$ cat config.mk
export PLATFORM = sky130hd
export DESIGN_NAME = clock_field_setting_editor
export DESIGN_NICKNAME = d
export VERILOG_FILES = /design/src/rtl/cfse_pkg.sv /design/src/rtl/clock_field_setting_editor.sv
export VERILOG_INCLUDE_DIRS = /design/src /design/src/rtl
export SDC_FILE = /design/constraint.sdc
export NUM_CORES = 1
export LEC_CHECK = 0
export ABC_AREA = 0
export BUFFER_PORTS_ARGS = -buffer_cell sky130_fd_sc_hd__buf_4
export CORE_ASPECT_RATIO = 1.5
export CORE_MARGIN = 3
export CORE_UTILIZATION = 45
export CTS_CLUSTER_SIZE = 24
export DETAILED_ROUTE_END_ITERATION = 10
export PLACE_DENSITY = 0.67
export SETUP_SLACK_MARGIN = 0.4
export SYNTH_ARGS = -nofsm -noshare
export SYNTH_HDL_FRONTEND = slang
export SYNTH_SLANG_ARGS = --single-unit
$ cat constraint.sdc
create_clock -name clk -period 16.2 [get_ports clk]
set_clock_uncertainty 0.05 [all_clocks]
set_input_delay 1.62 -clock clk [delete_from_list [all_inputs] [get_ports clk]]
set_output_delay 1.62 -clock clk [all_outputs]
set_load 0.05 [all_outputs]
$ cat src/rtl/clock_field_setting_editor_macros.svh
// Assertion macros for the clock field setting editor.
`ifndef CLOCK_FIELD_SETTING_EDITOR_MACROS_SVH
`define CLOCK_FIELD_SETTING_EDITOR_MACROS_SVH

`ifndef SYNTH
`define CFSE_ASSERT_IMP(label, clk, rst_n, ante, cons) \
    label: assert property (@(posedge clk) disable iff (!rst_n) (ante) |-> (cons)) \
        else $error("assertion failed");
`define CFSE_ASSERT_NEXT(label, clk, rst_n, ante, cons) \
    label: assert property (@(posedge clk) disable iff (!rst_n) (ante) |=> (cons)) \
        else $error("assertion failed");
`else
`define CFSE_ASSERT_IMP(label, clk, rst_n, ante, cons)
`define CFSE_ASSERT_NEXT(label, clk, rst_n, ante, cons)
`endif

`endif

$ cat src/rtl/cfse_pkg.sv
// Field codes, limits and the month length table for the clock field editor.
`timescale 1ns / 1ps
package cfse_pkg;

    localparam logic       REQ_STEP  = 1'b0;
    localparam logic       REQ_DIGIT = 1'b1;

    localparam logic [2:0] FIELD_SEC   = 3'd0;
    localparam logic [2:0] FIELD_MIN   = 3'd1;
    localparam logic [2:0] FIELD_HOUR  = 3'd2;
    localparam logic [2:0] FIELD_WDAY  = 3'd3;
    localparam logic [2:0] FIELD_DATE  = 3'd4;
    localparam logic [2:0] FIELD_MONTH = 3'd5;
    localparam logic [2:0] FIELD_YEAR  = 3'd6;
    localparam logic [2:0] FIELD_NONE  = 3'd7;   // no field; requests on it write nothing

    localparam logic [1:0] SLOT_SEC  = 2'd0;
    localparam logic [1:0] SLOT_MIN  = 2'd1;
    localparam logic [1:0] SLOT_HOUR = 2'd2;

    localparam logic [7:0] ALL_ONES   = 8'hff;
    localparam logic [7:0] MIN_MAX    = 8'd59;
    localparam logic [7:0] HOUR_MAX   = 8'd23;
    localparam logic [7:0] WDAY_MAX   = 8'd7;
    localparam logic [7:0] MONTH_MAX  = 8'd12;
    localparam logic [7:0] YEAR_MAX   = 8'd99;
    localparam logic [7:0] DAYS_LONG  = 8'd31;
    localparam logic [7:0] DAYS_FEB   = 8'd29;
    localparam logic [7:0] DAYS_SHORT = 8'd30;

    typedef logic [7:0] slot_val_t;

    function automatic slot_val_t month_days(input logic [3:0] m);
        slot_val_t d;
        case (m)
            4'd1, 4'd3, 4'd5, 4'd7, 4'd8, 4'd10, 4'd12: d = DAYS_LONG;
            4'd2:                                       d = DAYS_FEB;
            default:                                    d = DAYS_SHORT;
        endcase
        return d;
    endfunction

endpackage

$ cat src/rtl/clock_field_setting_editor.sv
// Top level of the clock and calendar field editor.
// A taken word moves from the input register to the result register when that stage advances.
// Throughput: one word per cycle; a held result lets one more word in, then tready drops.
// Reset (rst_n low, asynchronous): display slots and remembered month clear to zero,
// both pipeline stages empty.
// Every request yields exactly one result word; tuser flags whether a slot was written.
`timescale 1ns / 1ps
`include "clock_field_setting_editor_macros.svh"
module clock_field_setting_editor (
    input  logic        clk,
    input  logic        rst_n,
    input  logic        s_axis_tvalid,
    output logic        s_axis_tready,
    input  logic [7:0]  s_axis_tdata,   // [2:0] field, [3] step_up, [7:4] digit
    input  logic        s_axis_tuser,   // [0] req_type
    output logic        m_axis_tvalid,
    input  logic        m_axis_tready,
    output logic [15:0] m_axis_tdata,   // [1:0] slot, [9:2] slot_value, [10] blank_tens, pad
    output logic        m_axis_tuser    // [0] written
);

    // input register
    logic       in_valid_reg;
    logic       in_type_reg;
    logic [2:0] in_field_reg;
    logic       in_up_reg;
    logic [3:0] in_digit_reg;

    // result register
    logic       out_valid_reg;
    logic       out_written_reg;
    logic [1:0] out_slot_reg;
    logic [7:0] out_value_reg;
    logic       out_blank_reg;

    // editor state
    cfse_pkg::slot_val_t slots_reg [3];
    logic [3:0]          month_reg;

    logic advance;
    logic fire;

    // result stage moves when empty or drained; input stage refills behind it
    assign advance       = !out_valid_reg || m_axis_tready;
    assign fire          = in_valid_reg && advance;
    assign s_axis_tready = !in_valid_reg || advance;

    always_ff @(posedge clk or negedge rst_n)
    begin
        if (!rst_n)
        begin
            in_valid_reg <= 1'b0;
        end
        else if (s_axis_tready)
        begin
            in_valid_reg <= s_axis_tvalid;
        end
    end

    always_ff @(posedge clk)
    begin
        if (s_axis_tready && s_axis_tvalid)
        begin
            in_type_reg  <= s_axis_tuser;
            in_field_reg <= s_axis_tdata[2:0];
            in_up_reg    <= s_axis_tdata[3];
            in_digit_reg <= s_axis_tdata[7:4];
        end
    end

    // ---------------------------------------------------------------
    // edit logic
    // ---------------------------------------------------------------
    logic [1:0]          slot_sel;
    cfse_pkg::slot_val_t cur;
    cfse_pkg::slot_val_t stepped;
    cfse_pkg::slot_val_t entered;
    cfse_pkg::slot_val_t result;
    cfse_pkg::slot_val_t mdays;
    logic                wr;
    logic                blank;
    logic                month_wr;
    logic                cand_ok;
    logic [7:0]          cand;

    always_comb
    begin
        case (in_field_reg)
            cfse_pkg::FIELD_SEC, cfse_pkg::FIELD_WDAY:
                slot_sel = cfse_pkg::SLOT_SEC;
            cfse_pkg::FIELD_MIN, cfse_pkg::FIELD_MONTH, cfse_pkg::FIELD_YEAR:
                slot_sel = cfse_pkg::SLOT_MIN;
            default:
                slot_sel = cfse_pkg::SLOT_HOUR;
        endcase
    end

    always_comb
    begin
        case (slot_sel)
            cfse_pkg::SLOT_SEC: cur = slots_reg[0];
            cfse_pkg::SLOT_MIN: cur = slots_reg[1];
            default:            cur = slots_reg[2];
        endcase
    end

    assign mdays = cfse_pkg::month_days(month_reg);

    // step: +/-1 mod 256, wrap only on the exact overflow value
    always_comb
    begin
        stepped = in_up_reg ? cur + 8'd1 : cur - 8'd1;
        case (in_field_reg)
            cfse_pkg::FIELD_SEC, cfse_pkg::FIELD_MIN:
            begin
                if (in_up_reg && stepped == cfse_pkg::MIN_MAX + 8'd1) stepped = 8'd0;
                if (!in_up_reg && stepped == cfse_pkg::ALL_ONES)      stepped = cfse_pkg::MIN_MAX;
            end
            cfse_pkg::FIELD_HOUR:
            begin
                if (in_up_reg && stepped == cfse_pkg::HOUR_MAX + 8'd1) stepped = 8'd0;
                if (!in_up_reg && stepped == cfse_pkg::ALL_ONES)       stepped = cfse_pkg::HOUR_MAX;
            end
            cfse_pkg::FIELD_WDAY:
            begin
                if (in_up_reg && stepped == cfse_pkg::WDAY_MAX + 8'd1) stepped = 8'd1;
                if (!in_up_reg && stepped == 8'd0)                     stepped = cfse_pkg::WDAY_MAX;
            end
            cfse_pkg::FIELD_DATE:
            begin
                if (in_up_reg && stepped == mdays + 8'd1) stepped = 8'd1;
                if (!in_up_reg && stepped == 8'd0)        stepped = mdays;
            end
            cfse_pkg::FIELD_MONTH:
            begin
                if (in_up_reg && stepped == cfse_pkg::MONTH_MAX + 8'd1) stepped = 8'd1;
                if (!in_up_reg && stepped == 8'd0)                      stepped = cfse_pkg::MONTH_MAX;
            end
            default:
            begin
                if (in_up_reg && stepped == cfse_pkg::YEAR_MAX + 8'd1) stepped = 8'd0;
                if (!in_up_reg && stepped == cfse_pkg::ALL_ONES)       stepped = cfse_pkg::YEAR_MAX;
            end
        endcase
    end

    // digit entry: value*10 + digit if the value is one digit and the pair fits, else the digit
    assign cand = {cur[4:0], 3'b000} + {2'b00, cur[4:0], 1'b0} + {4'b0000, in_digit_reg};

    always_comb
    begin
        case (in_field_reg)
            cfse_pkg::FIELD_MIN:   cand_ok = cand <= cfse_pkg::MIN_MAX;
            cfse_pkg::FIELD_HOUR:  cand_ok = cand <= cfse_pkg::HOUR_MAX;
            cfse_pkg::FIELD_DATE:  cand_ok = cand >= 8'd1 && cand <= cfse_pkg::DAYS_LONG;
            cfse_pkg::FIELD_MONTH: cand_ok = cand >= 8'd1 && cand <= cfse_pkg::MONTH_MAX;
            cfse_pkg::FIELD_YEAR:  cand_ok = cand <= cfse_pkg::YEAR_MAX;
            default:               cand_ok = 1'b0;
        endcase
        entered = (cur < 8'd10 && cand_ok) ? cand : {4'b0000, in_digit_reg};
    end

    always_comb
    begin
        wr       = 1'b1;
        blank    = 1'b0;
        month_wr = 1'b0;
        result   = stepped;
        if (in_field_reg == cfse_pkg::FIELD_NONE)
        begin
            wr = 1'b0;           // unused field code
        end
        else if (in_type_reg == cfse_pkg::REQ_STEP)
        begin
            if (in_field_reg == cfse_pkg::FIELD_MONTH)
            begin
                month_wr = 1'b1;
                blank    = stepped < 8'd10;
            end
        end
        else
        begin
            result = entered;
            if (in_field_reg inside {cfse_pkg::FIELD_SEC, cfse_pkg::FIELD_WDAY})
            begin
                wr = 1'b0;
            end
            else if (entered == 8'd0 &&
                     (in_field_reg inside {cfse_pkg::FIELD_MONTH, cfse_pkg::FIELD_DATE}))
            begin
                wr = 1'b0;       // zero month or date is ignored
            end
            else
            begin
                blank = (in_field_reg inside {cfse_pkg::FIELD_MONTH, cfse_pkg::FIELD_MIN}) &&
                        entered < 8'd10;
            end
        end
    end

    // ---------------------------------------------------------------
    // state and result registers
    // ---------------------------------------------------------------
    always_ff @(posedge clk or negedge rst_n)
    begin
        if (!rst_n)
        begin
            slots_reg[0] <= '0;
            slots_reg[1] <= '0;
            slots_reg[2] <= '0;
            month_reg    <= '0;
        end
        else if (fire)
        begin
            if (wr)
            begin
                case (slot_sel)
                    cfse_pkg::SLOT_SEC: slots_reg[0] <= result;
                    cfse_pkg::SLOT_MIN: slots_reg[1] <= result;
                    default:            slots_reg[2] <= result;
                endcase
            end
            if (month_wr)
            begin
                month_reg <= (stepped >= 8'd1 && stepped <= cfse_pkg::MONTH_MAX) ?
                             stepped[3:0] : 4'd0;
            end
        end
    end

    always_ff @(posedge clk or negedge rst_n)
    begin
        if (!rst_n)
        begin
            out_valid_reg <= 1'b0;
        end
        else if (advance)
        begin
            out_valid_reg <= in_valid_reg;
        end
    end

    always_ff @(posedge clk)
    begin
        if (fire)
        begin
            out_written_reg <= wr;
            out_slot_reg    <= wr ? slot_sel : 2'd0;
            out_value_reg   <= wr ? result : 8'd0;
            out_blank_reg   <= wr && blank;
        end
    end

    assign m_axis_tvalid = out_valid_reg;
    assign m_axis_tuser  = out_written_reg;
    assign m_axis_tdata  = {5'b00000, out_blank_reg, out_value_reg, out_slot_reg};

    // ---------------------------------------------------------------
    // assertions
    // ---------------------------------------------------------------
    `CFSE_ASSERT_IMP(a_idle_result_zero, clk, rst_n, m_axis_tvalid && !m_axis_tuser, m_axis_tdata == 16'd0)
    `CFSE_ASSERT_IMP(a_slot_legal, clk, rst_n, m_axis_tvalid, m_axis_tdata[1:0] != 2'd3)
    `CFSE_ASSERT_IMP(a_month_legal, clk, rst_n, 1'b1, {4'd0, month_reg} <= cfse_pkg::MONTH_MAX)
    `CFSE_ASSERT_IMP(a_stall_only_when_full, clk, rst_n, !s_axis_tready, m_axis_tvalid && !m_axis_tready)
    `CFSE_ASSERT_NEXT(a_accept_loads, clk, rst_n, s_axis_tvalid && s_axis_tready, in_valid_reg)

endmodule

* Yosys cells after proc, flatten, opt, wreduce, memory -nomap -nowiden
Memories as Yosys holds them, arrays and structs flattened.
Index checks and enable logic that the tools add are counted.
** Storage, ports and cells
- Bits in registers :: 51
- Memory bits (read-only) :: 32
- Input bits :: 13
- Output and inout port bits :: 19
- Word-level logic and storage cells :: 132
- Memories :: 1
** Memory list
- (no name shown) :: depth 16, width 2, rd ports 1, clocked after Yosys merged registers in 0, wr ports 0, line cfse_pkg.sv:35 : case (m)
** Cells by class
- Add/subtract/negate cells :: 5
- Order comparisons :: 11
- Eq/ne operators :: 17
- Multiplexer cells :: 39
- Bitwise logic cells :: 1
- Reductions and logical operators :: 44
** Operator list (number)
- 2-to-1 mux 8 bit :: 22
- case mux 8 bit (5 select lines) :: 1
- zero test 8 bit :: 4
- equality test 8 bit, second input constant :: 3
- less-than comparator 8 x 4 -> 1 bit, second input constant :: 3
- logical AND 1 bit :: 21
- adder 8 x 1 -> 8 bit, second input constant :: 2
- equality test 8 x 4 -> 1 bit, second input constant :: 2
- >= comparator 8 x 1 -> 1 bit, second input constant :: 2
- <= comparator 8 x 4 -> 1 bit, second input constant :: 2
- <= comparator 8 x 5 -> 1 bit, second input constant :: 2
- case mux 8 bit (2 select lines) :: 1
- equality test 3 bit, second input constant :: 4
- 2-to-1 mux 1 bit :: 12
- AND reduction 3 bit :: 3
- adder 8 x 4 -> 8 bit :: 1
- adder 8 x 6 -> 8 bit :: 1
- equality test 8 x 5 -> 1 bit, second input constant :: 1
- equality test 8 x 6 -> 1 bit, second input constant :: 1
- equality test 8 x 7 -> 1 bit, second input constant :: 1
- equality test 8 bit :: 1
- <= comparator 8 x 6 -> 1 bit, second input constant :: 1
- <= comparator 8 x 7 -> 1 bit, second input constant :: 1
- subtractor 8 x 1 -> 8 bit, second input constant :: 1
- 16 further kinds :: 24

* Logic depth before layout (Yosys ltp)
- Word-level depth :: 20
- Mapped depth :: 19
- Mapped depth without buffers :: 17

* Worst setup path after synthesis
Ideal clock, no wire load.
- Path type :: register to register
- From :: register in_field_reg[2]
- To :: register slots_reg[0] in the netlist's numbering
- Setup time :: 125 ps
- Arrival time :: 5115 ps
- Data required time :: 16025 ps
- Path slack :: 10911 ps
- Stages on the path, launching flop included :: 18
- Path buffers :: 1
- Clock period less this slack :: 5289 ps
- Cell sequence :: edfxtp_1 -> buf_2 -> nand2_1 -> o21ai_2 -> a221oi_1 -> inv_1 -> fa_1 -> fa_1 -> xor2_1 -> o21ai_0 -> a31o_2 -> a211oi_1 -> o2111ai_1 -> nor4_2 -> nor4_1 -> o311a_1 -> a2111oi_4 -> mux2_2
** Between the ends
- Cells in the longest elaborated chain, start to end :: 19
** Ends and longest elaborated chain
- start: declaration :: line clock_field_setting_editor.sv:25 : logic [2:0] in_field_reg;
- start signal: assignment :: line clock_field_setting_editor.sv:65 : in_field_reg <= s_axis_tdata[2:0];
- equality test 3 bit, or another cell as far along
- OR reduction 3 bit / OR reduction 2 bit (equally long branches) :: line clock_field_setting_editor.sv:88 : case (in_field_reg)
- case mux 2 bit (2 select lines) :: line clock_field_setting_editor.sv:88
- equality test 2 x 1 -> 1 bit / zero test 2 bit (equally long branches) :: line clock_field_setting_editor.sv:100, clock_field_setting_editor.sv:217
- case mux 8 bit (2 select lines) :: line clock_field_setting_editor.sv:100 : case (slot_sel)
- adder 8 x 6 -> 8 bit :: line clock_field_setting_editor.sv:148 : assign cand = {cur[4:0], 3'b000} + {2'b00, cur[4:0], 1'b0} + {4'b0000, in_digit_reg};
- adder 8 x 4 -> 8 bit :: line clock_field_setting_editor.sv:148
- >= comparator 8 x 1 -> 1 bit, or another cell as far along :: line clock_field_setting_editor.sv:155, clock_field_setting_editor.sv:156
- [3 not listed]
- 2-to-1 mux 8 bit :: line clock_field_setting_editor.sv:160 : entered = (cur < 8'd10 && cand_ok) ? cand : {4'b0000, in_digit_reg};
- zero test 8 bit :: line clock_field_setting_editor.sv:188 : else if (entered == 8'd0 &&
- logical AND 1 bit :: line clock_field_setting_editor.sv:188
- 2-to-1 mux 1 bit :: line clock_field_setting_editor.sv:188
- 2-to-1 mux 1 bit :: line clock_field_setting_editor.sv:184 : if (in_field_reg inside {cfse_pkg::FIELD_SEC, cfse_pkg::FIELD_WDAY})
- 2-to-1 mux 1 bit :: line clock_field_setting_editor.sv:173 : else if (in_type_reg == cfse_pkg::REQ_STEP)
- 2-to-1 mux 1 bit :: line clock_field_setting_editor.sv:169 : if (in_field_reg == cfse_pkg::FIELD_NONE)
- AND reduction 3 bit (no source line)
- end: declaration :: line clock_field_setting_editor.sv:37 : cfse_pkg::slot_val_t slots_reg [3];
Several ways; a longest one is shown, not always the timed one. The select of a mux whose other input is x is not followed.
A chain may end at the register's enable or synchronous reset.

* Final worst setup path
- From :: register in_field_reg[1]
- To :: register slots_reg[5] in the netlist's numbering
Same word-level chain as after synthesis.

==> impl_metrics.py <==
metrics = {
    "run_status": {
        "status": "finished clean",
    },
    "worst_setup_path": {
        "reg2reg_slack_ns": 8.96,
        "cp-end-kind": "register",
        "critPathRequiredTime_ns": 16.32,
        "slowest_stage": "edfxtp_1",
        "worst_setup_path_start_kind": "register",
        "crit_type": "reg -> reg",
        "critical-path-top-delay-family": "compound AO/OA/AOI/OAI gates",
        "cp_cell_sequence": "nand2b_1, o21ai_2, a221oi_1, inv_1, fa_1, fa_1, xor2_1, o21ai_0, a31o_2, a211oi_1, o2111ai_1, nor4_2, nor4_1, o311a_1, a2111oi_4, mux2_2",
        "path_buf_inv": 1,
        "critPathMaxFanout": 20,
        "critPathArrivalTime_ns": 7.37,
        "path_common_cell": "fa_1",
        "slowest_delay_ns": 0.83,
    },
    "die": {
        "pin_count": 32,
        "row_count": 42,
        "fp.dieArea_um2": 10400,
        "die_y_um": 123,
        "die_w_um": 84.1,
        "start_util": 0.464,
        "core_area_um2": 8880,
    },
    "clock_tree": {
        "worst_skew_pair.late_latency_ns": 0.29,
        "cts_root_buf": "clkbuf_16",
        "clk_pin_slew_ns": 0.06,
        "clkSinkCount": 51,
        "post-cts-setup-buffer-count": 0,
        "clockBufferDepth": 2,
        "h-tree-depth": 2,
        "cts_resized": 0,
        "tritoncts": "done",
        "numCtsBuffers": 5,
        "hold_buffers": 0,
    },
    "drt": {
        "viasPerCell": 6.35,
        "vias": 3598,
        "drt_first_pass_iters": 5,
        "drc": 0,
        "ant_nets": 0,
        "wire_per_inst_um": 20.7,
        "initialDrtViolationCount": 342,
        "routed_wl_um": 11700,
    },
    "sta": {
        "fmax_mhz": 138,
        "setup-tns-final_ns": 0,
        "max_slew.worst_pin.slew_ns": 1.26,
        "setup_viol": 0,
        "finalMaxSlewViolations": 0,
        "rsz0062_at_grt": "no",
        "min_period_ns": 7.24,
        "hold_violations": 0,
        "max-slew-margin-rel": 0.157,
        "fin_crit_sh": 0.447,
    },
    "pwr": {
        "vdd_drop_max_uv": 111,
        "p_per_area_nw_per_um2": 188,
        "leakagePower_nw": 1.86,
    },
    "placement": {
        "place_area_um2": 4360,
        "io_buffers": 26,
        "globalplace.congestion": 0.944,
        "dp_hpwl_um": 9030,
    },
    "final_layout": {
        "layout_commonest_cell": "nand2_1",
        "num_antenna_cells": 0,
        "syn2layout_area_growth_pct": 9.81,
        "final_area_um2": 4520,
        "nFillCells": 836,
        "final_cell_mix": "nand2_1, nor2_1, dfrtp_1, buf_4, inv_1",
        "largest_reg_flops": 24,
        "final_nets": 490,
        "ff_latch_area_um2": 1380,
        "drive_above_1_share": 0.177,
        "multi_input_area_um2": 2540,
    },
    "global_routing": {
        "grt_overflow": 0,
        "grt_pass1_vias": 3533,
        "grt_pass1_wl_um": 18400,
        "grt_usage": 0.229,
        "grt_max_degree": 33,
        "antenna_found_initial": 0,
    },
    "synth": {
        "synth-seq-cells": 51,
        "netlist_area_um2": 4120,
        "async_flop_share": 0.588,
        "yosysWarningCount": 0,
        "ys.flop_type": "dfrtp_1",
        "synthCells": 440,
        "yosysSeqAreaShare": 0.335,
        "synth_cell_types": 76,
        "synth-edff-count": 21,
        "syn_area_per_cell_um2": 9.36,
    },
    "hold_path": {
        "hold_class": "reg -> reg",
    },
    "flow_run": {
        "timing.max_cap.violations": 0,
    },
}
[kinds of logic (layout without fill, tap and decap cells)]
group                      count (synthesis)  after routing  synth area share
muxes                                     35             35            0.0917
DFF                                       51             51             0.335
xor gates and xnor gates                  13             13            0.0295
adders and majority gates                 21             21            0.0692
AOI/OAI and AO/OA                        110            110             0.210
other                                      1              5          0.000910
and+or+nand+nor                          162            162             0.213
buffers and inverters                     47             60            0.0510
[power by group]
| group | total (W) | internal, W | switching [W] |
|---|---|---|---|
| sequential | 0.000204 | 0.000176 | 0.0000280 |
| combinational | 0.000528 | 0.000186 | 0.000342 |
| clock | 0.000117 | 0.0000730 | 0.0000439 |
| total | 0.000848 | 0.000435 | 0.000414 |
[final cells by class]
cell class | count | area share
tap | 110 | 0.0304
multi-input combinational | 346 | 0.562
clock inverter | 2 | 0.00802
clock buffer | 6 | 0.0285
sequential | 51 | 0.305
inverter | 25 | 0.0207
timing repair buffer | 27 | 0.0448
[per-stage QoR]
stage / utilization / instances / hold slack [ns] / worst slack, ns / total power, W
after floorplan: - / 444 / 0.407 / 10.91 / 0.000586
after global placement: 0.491 / 559 / 0.430 / 9.40 / 0.000714
after detailed placement: 0.491 / 559 / 0.436 / 9.12 / 0.000722
after CTS: 0.509 / 567 / 0.453 / 9.09 / 0.000842
after global routing: 0.509 / 567 / 0.472 / 8.43 / 0.000904
final: 0.509 / 567 / 0.447 / 8.96 / 0.000848
[worst paths after layout]
| check | cells after the start | endpoint | startpoint |
|---|---|---|---|
| setup / recovery | 16 | slots_reg[5]$_DFFE_PN0P_ | in_field_reg[1]$_DFFE_PP_ |
| hold / removal | 1 | m_axis_tvalid$_DFFE_PN0P_ | in_valid_reg$_DFFE_PN0N_ |
| setup reg to reg | 16 | slots_reg[5]$_DFFE_PN0P_ | in_field_reg[1]$_DFFE_PP_ |
| hold reg to reg | 1 | m_axis_tvalid$_DFFE_PN0P_ | in_valid_reg$_DFFE_PN0N_ |
| max in group asynchronous | 1 | slots_reg[15]$_DFFE_PN0P_ | rst_n |
| min in group asynchronous | 1 | month_reg[0]$_DFFE_PN0P_ | rst_n |
[Yosys cell counts, drive strengths merged (4+ instances only)]
| library cell | instances | area share |
|---|---|---|
| nand2 | 37 | 0.034 |
| nor2 | 35 | 0.032 |
| dfrtp | 30 | 0.18 |
| inv | 25 | 0.023 |
| o21ai | 25 | 0.031 |
| mux2 | 22 | 0.060 |
| edfxtp | 21 | 0.15 |
| a21oi | 18 | 0.022 |
| ha | 18 | 0.055 |
| mux2i | 13 | 0.032 |
| nand3 | 13 | 0.016 |
| clkbuf | 12 | 0.011 |
| nor2b | 11 | 0.017 |
| buf | 10 | 0.017 |
| nand2b | 10 | 0.015 |
| nor3 | 10 | 0.015 |
| and2 | 9 | 0.014 |
| o31ai | 9 | 0.026 |
| xnor2 | 8 | 0.017 |
| a31oi | 7 | 0.011 |
| nor4 | 6 | 0.011 |
| a211oi | 5 | 0.010 |
| a221o | 5 | 0.012 |
| nand4 | 5 | 0.0091 |
| or3 | 5 | 0.0076 |
| xor2 | 5 | 0.012 |
| nor4b | 4 | 0.010 |
[layer usage]
layer | vias to the layer above | global-route usage | wire (um)
met5 | - | 0 | 0
met4 | 0 | 0.146 | 698
met3 | 50 | 0.0313 | 594
met1 | 1725 | 0.252 | 4320
li1 | 1657 | - | -
met2 | 166 | 0.412 | 6090
No activity file was read; power rests on OpenSTA's default activity.
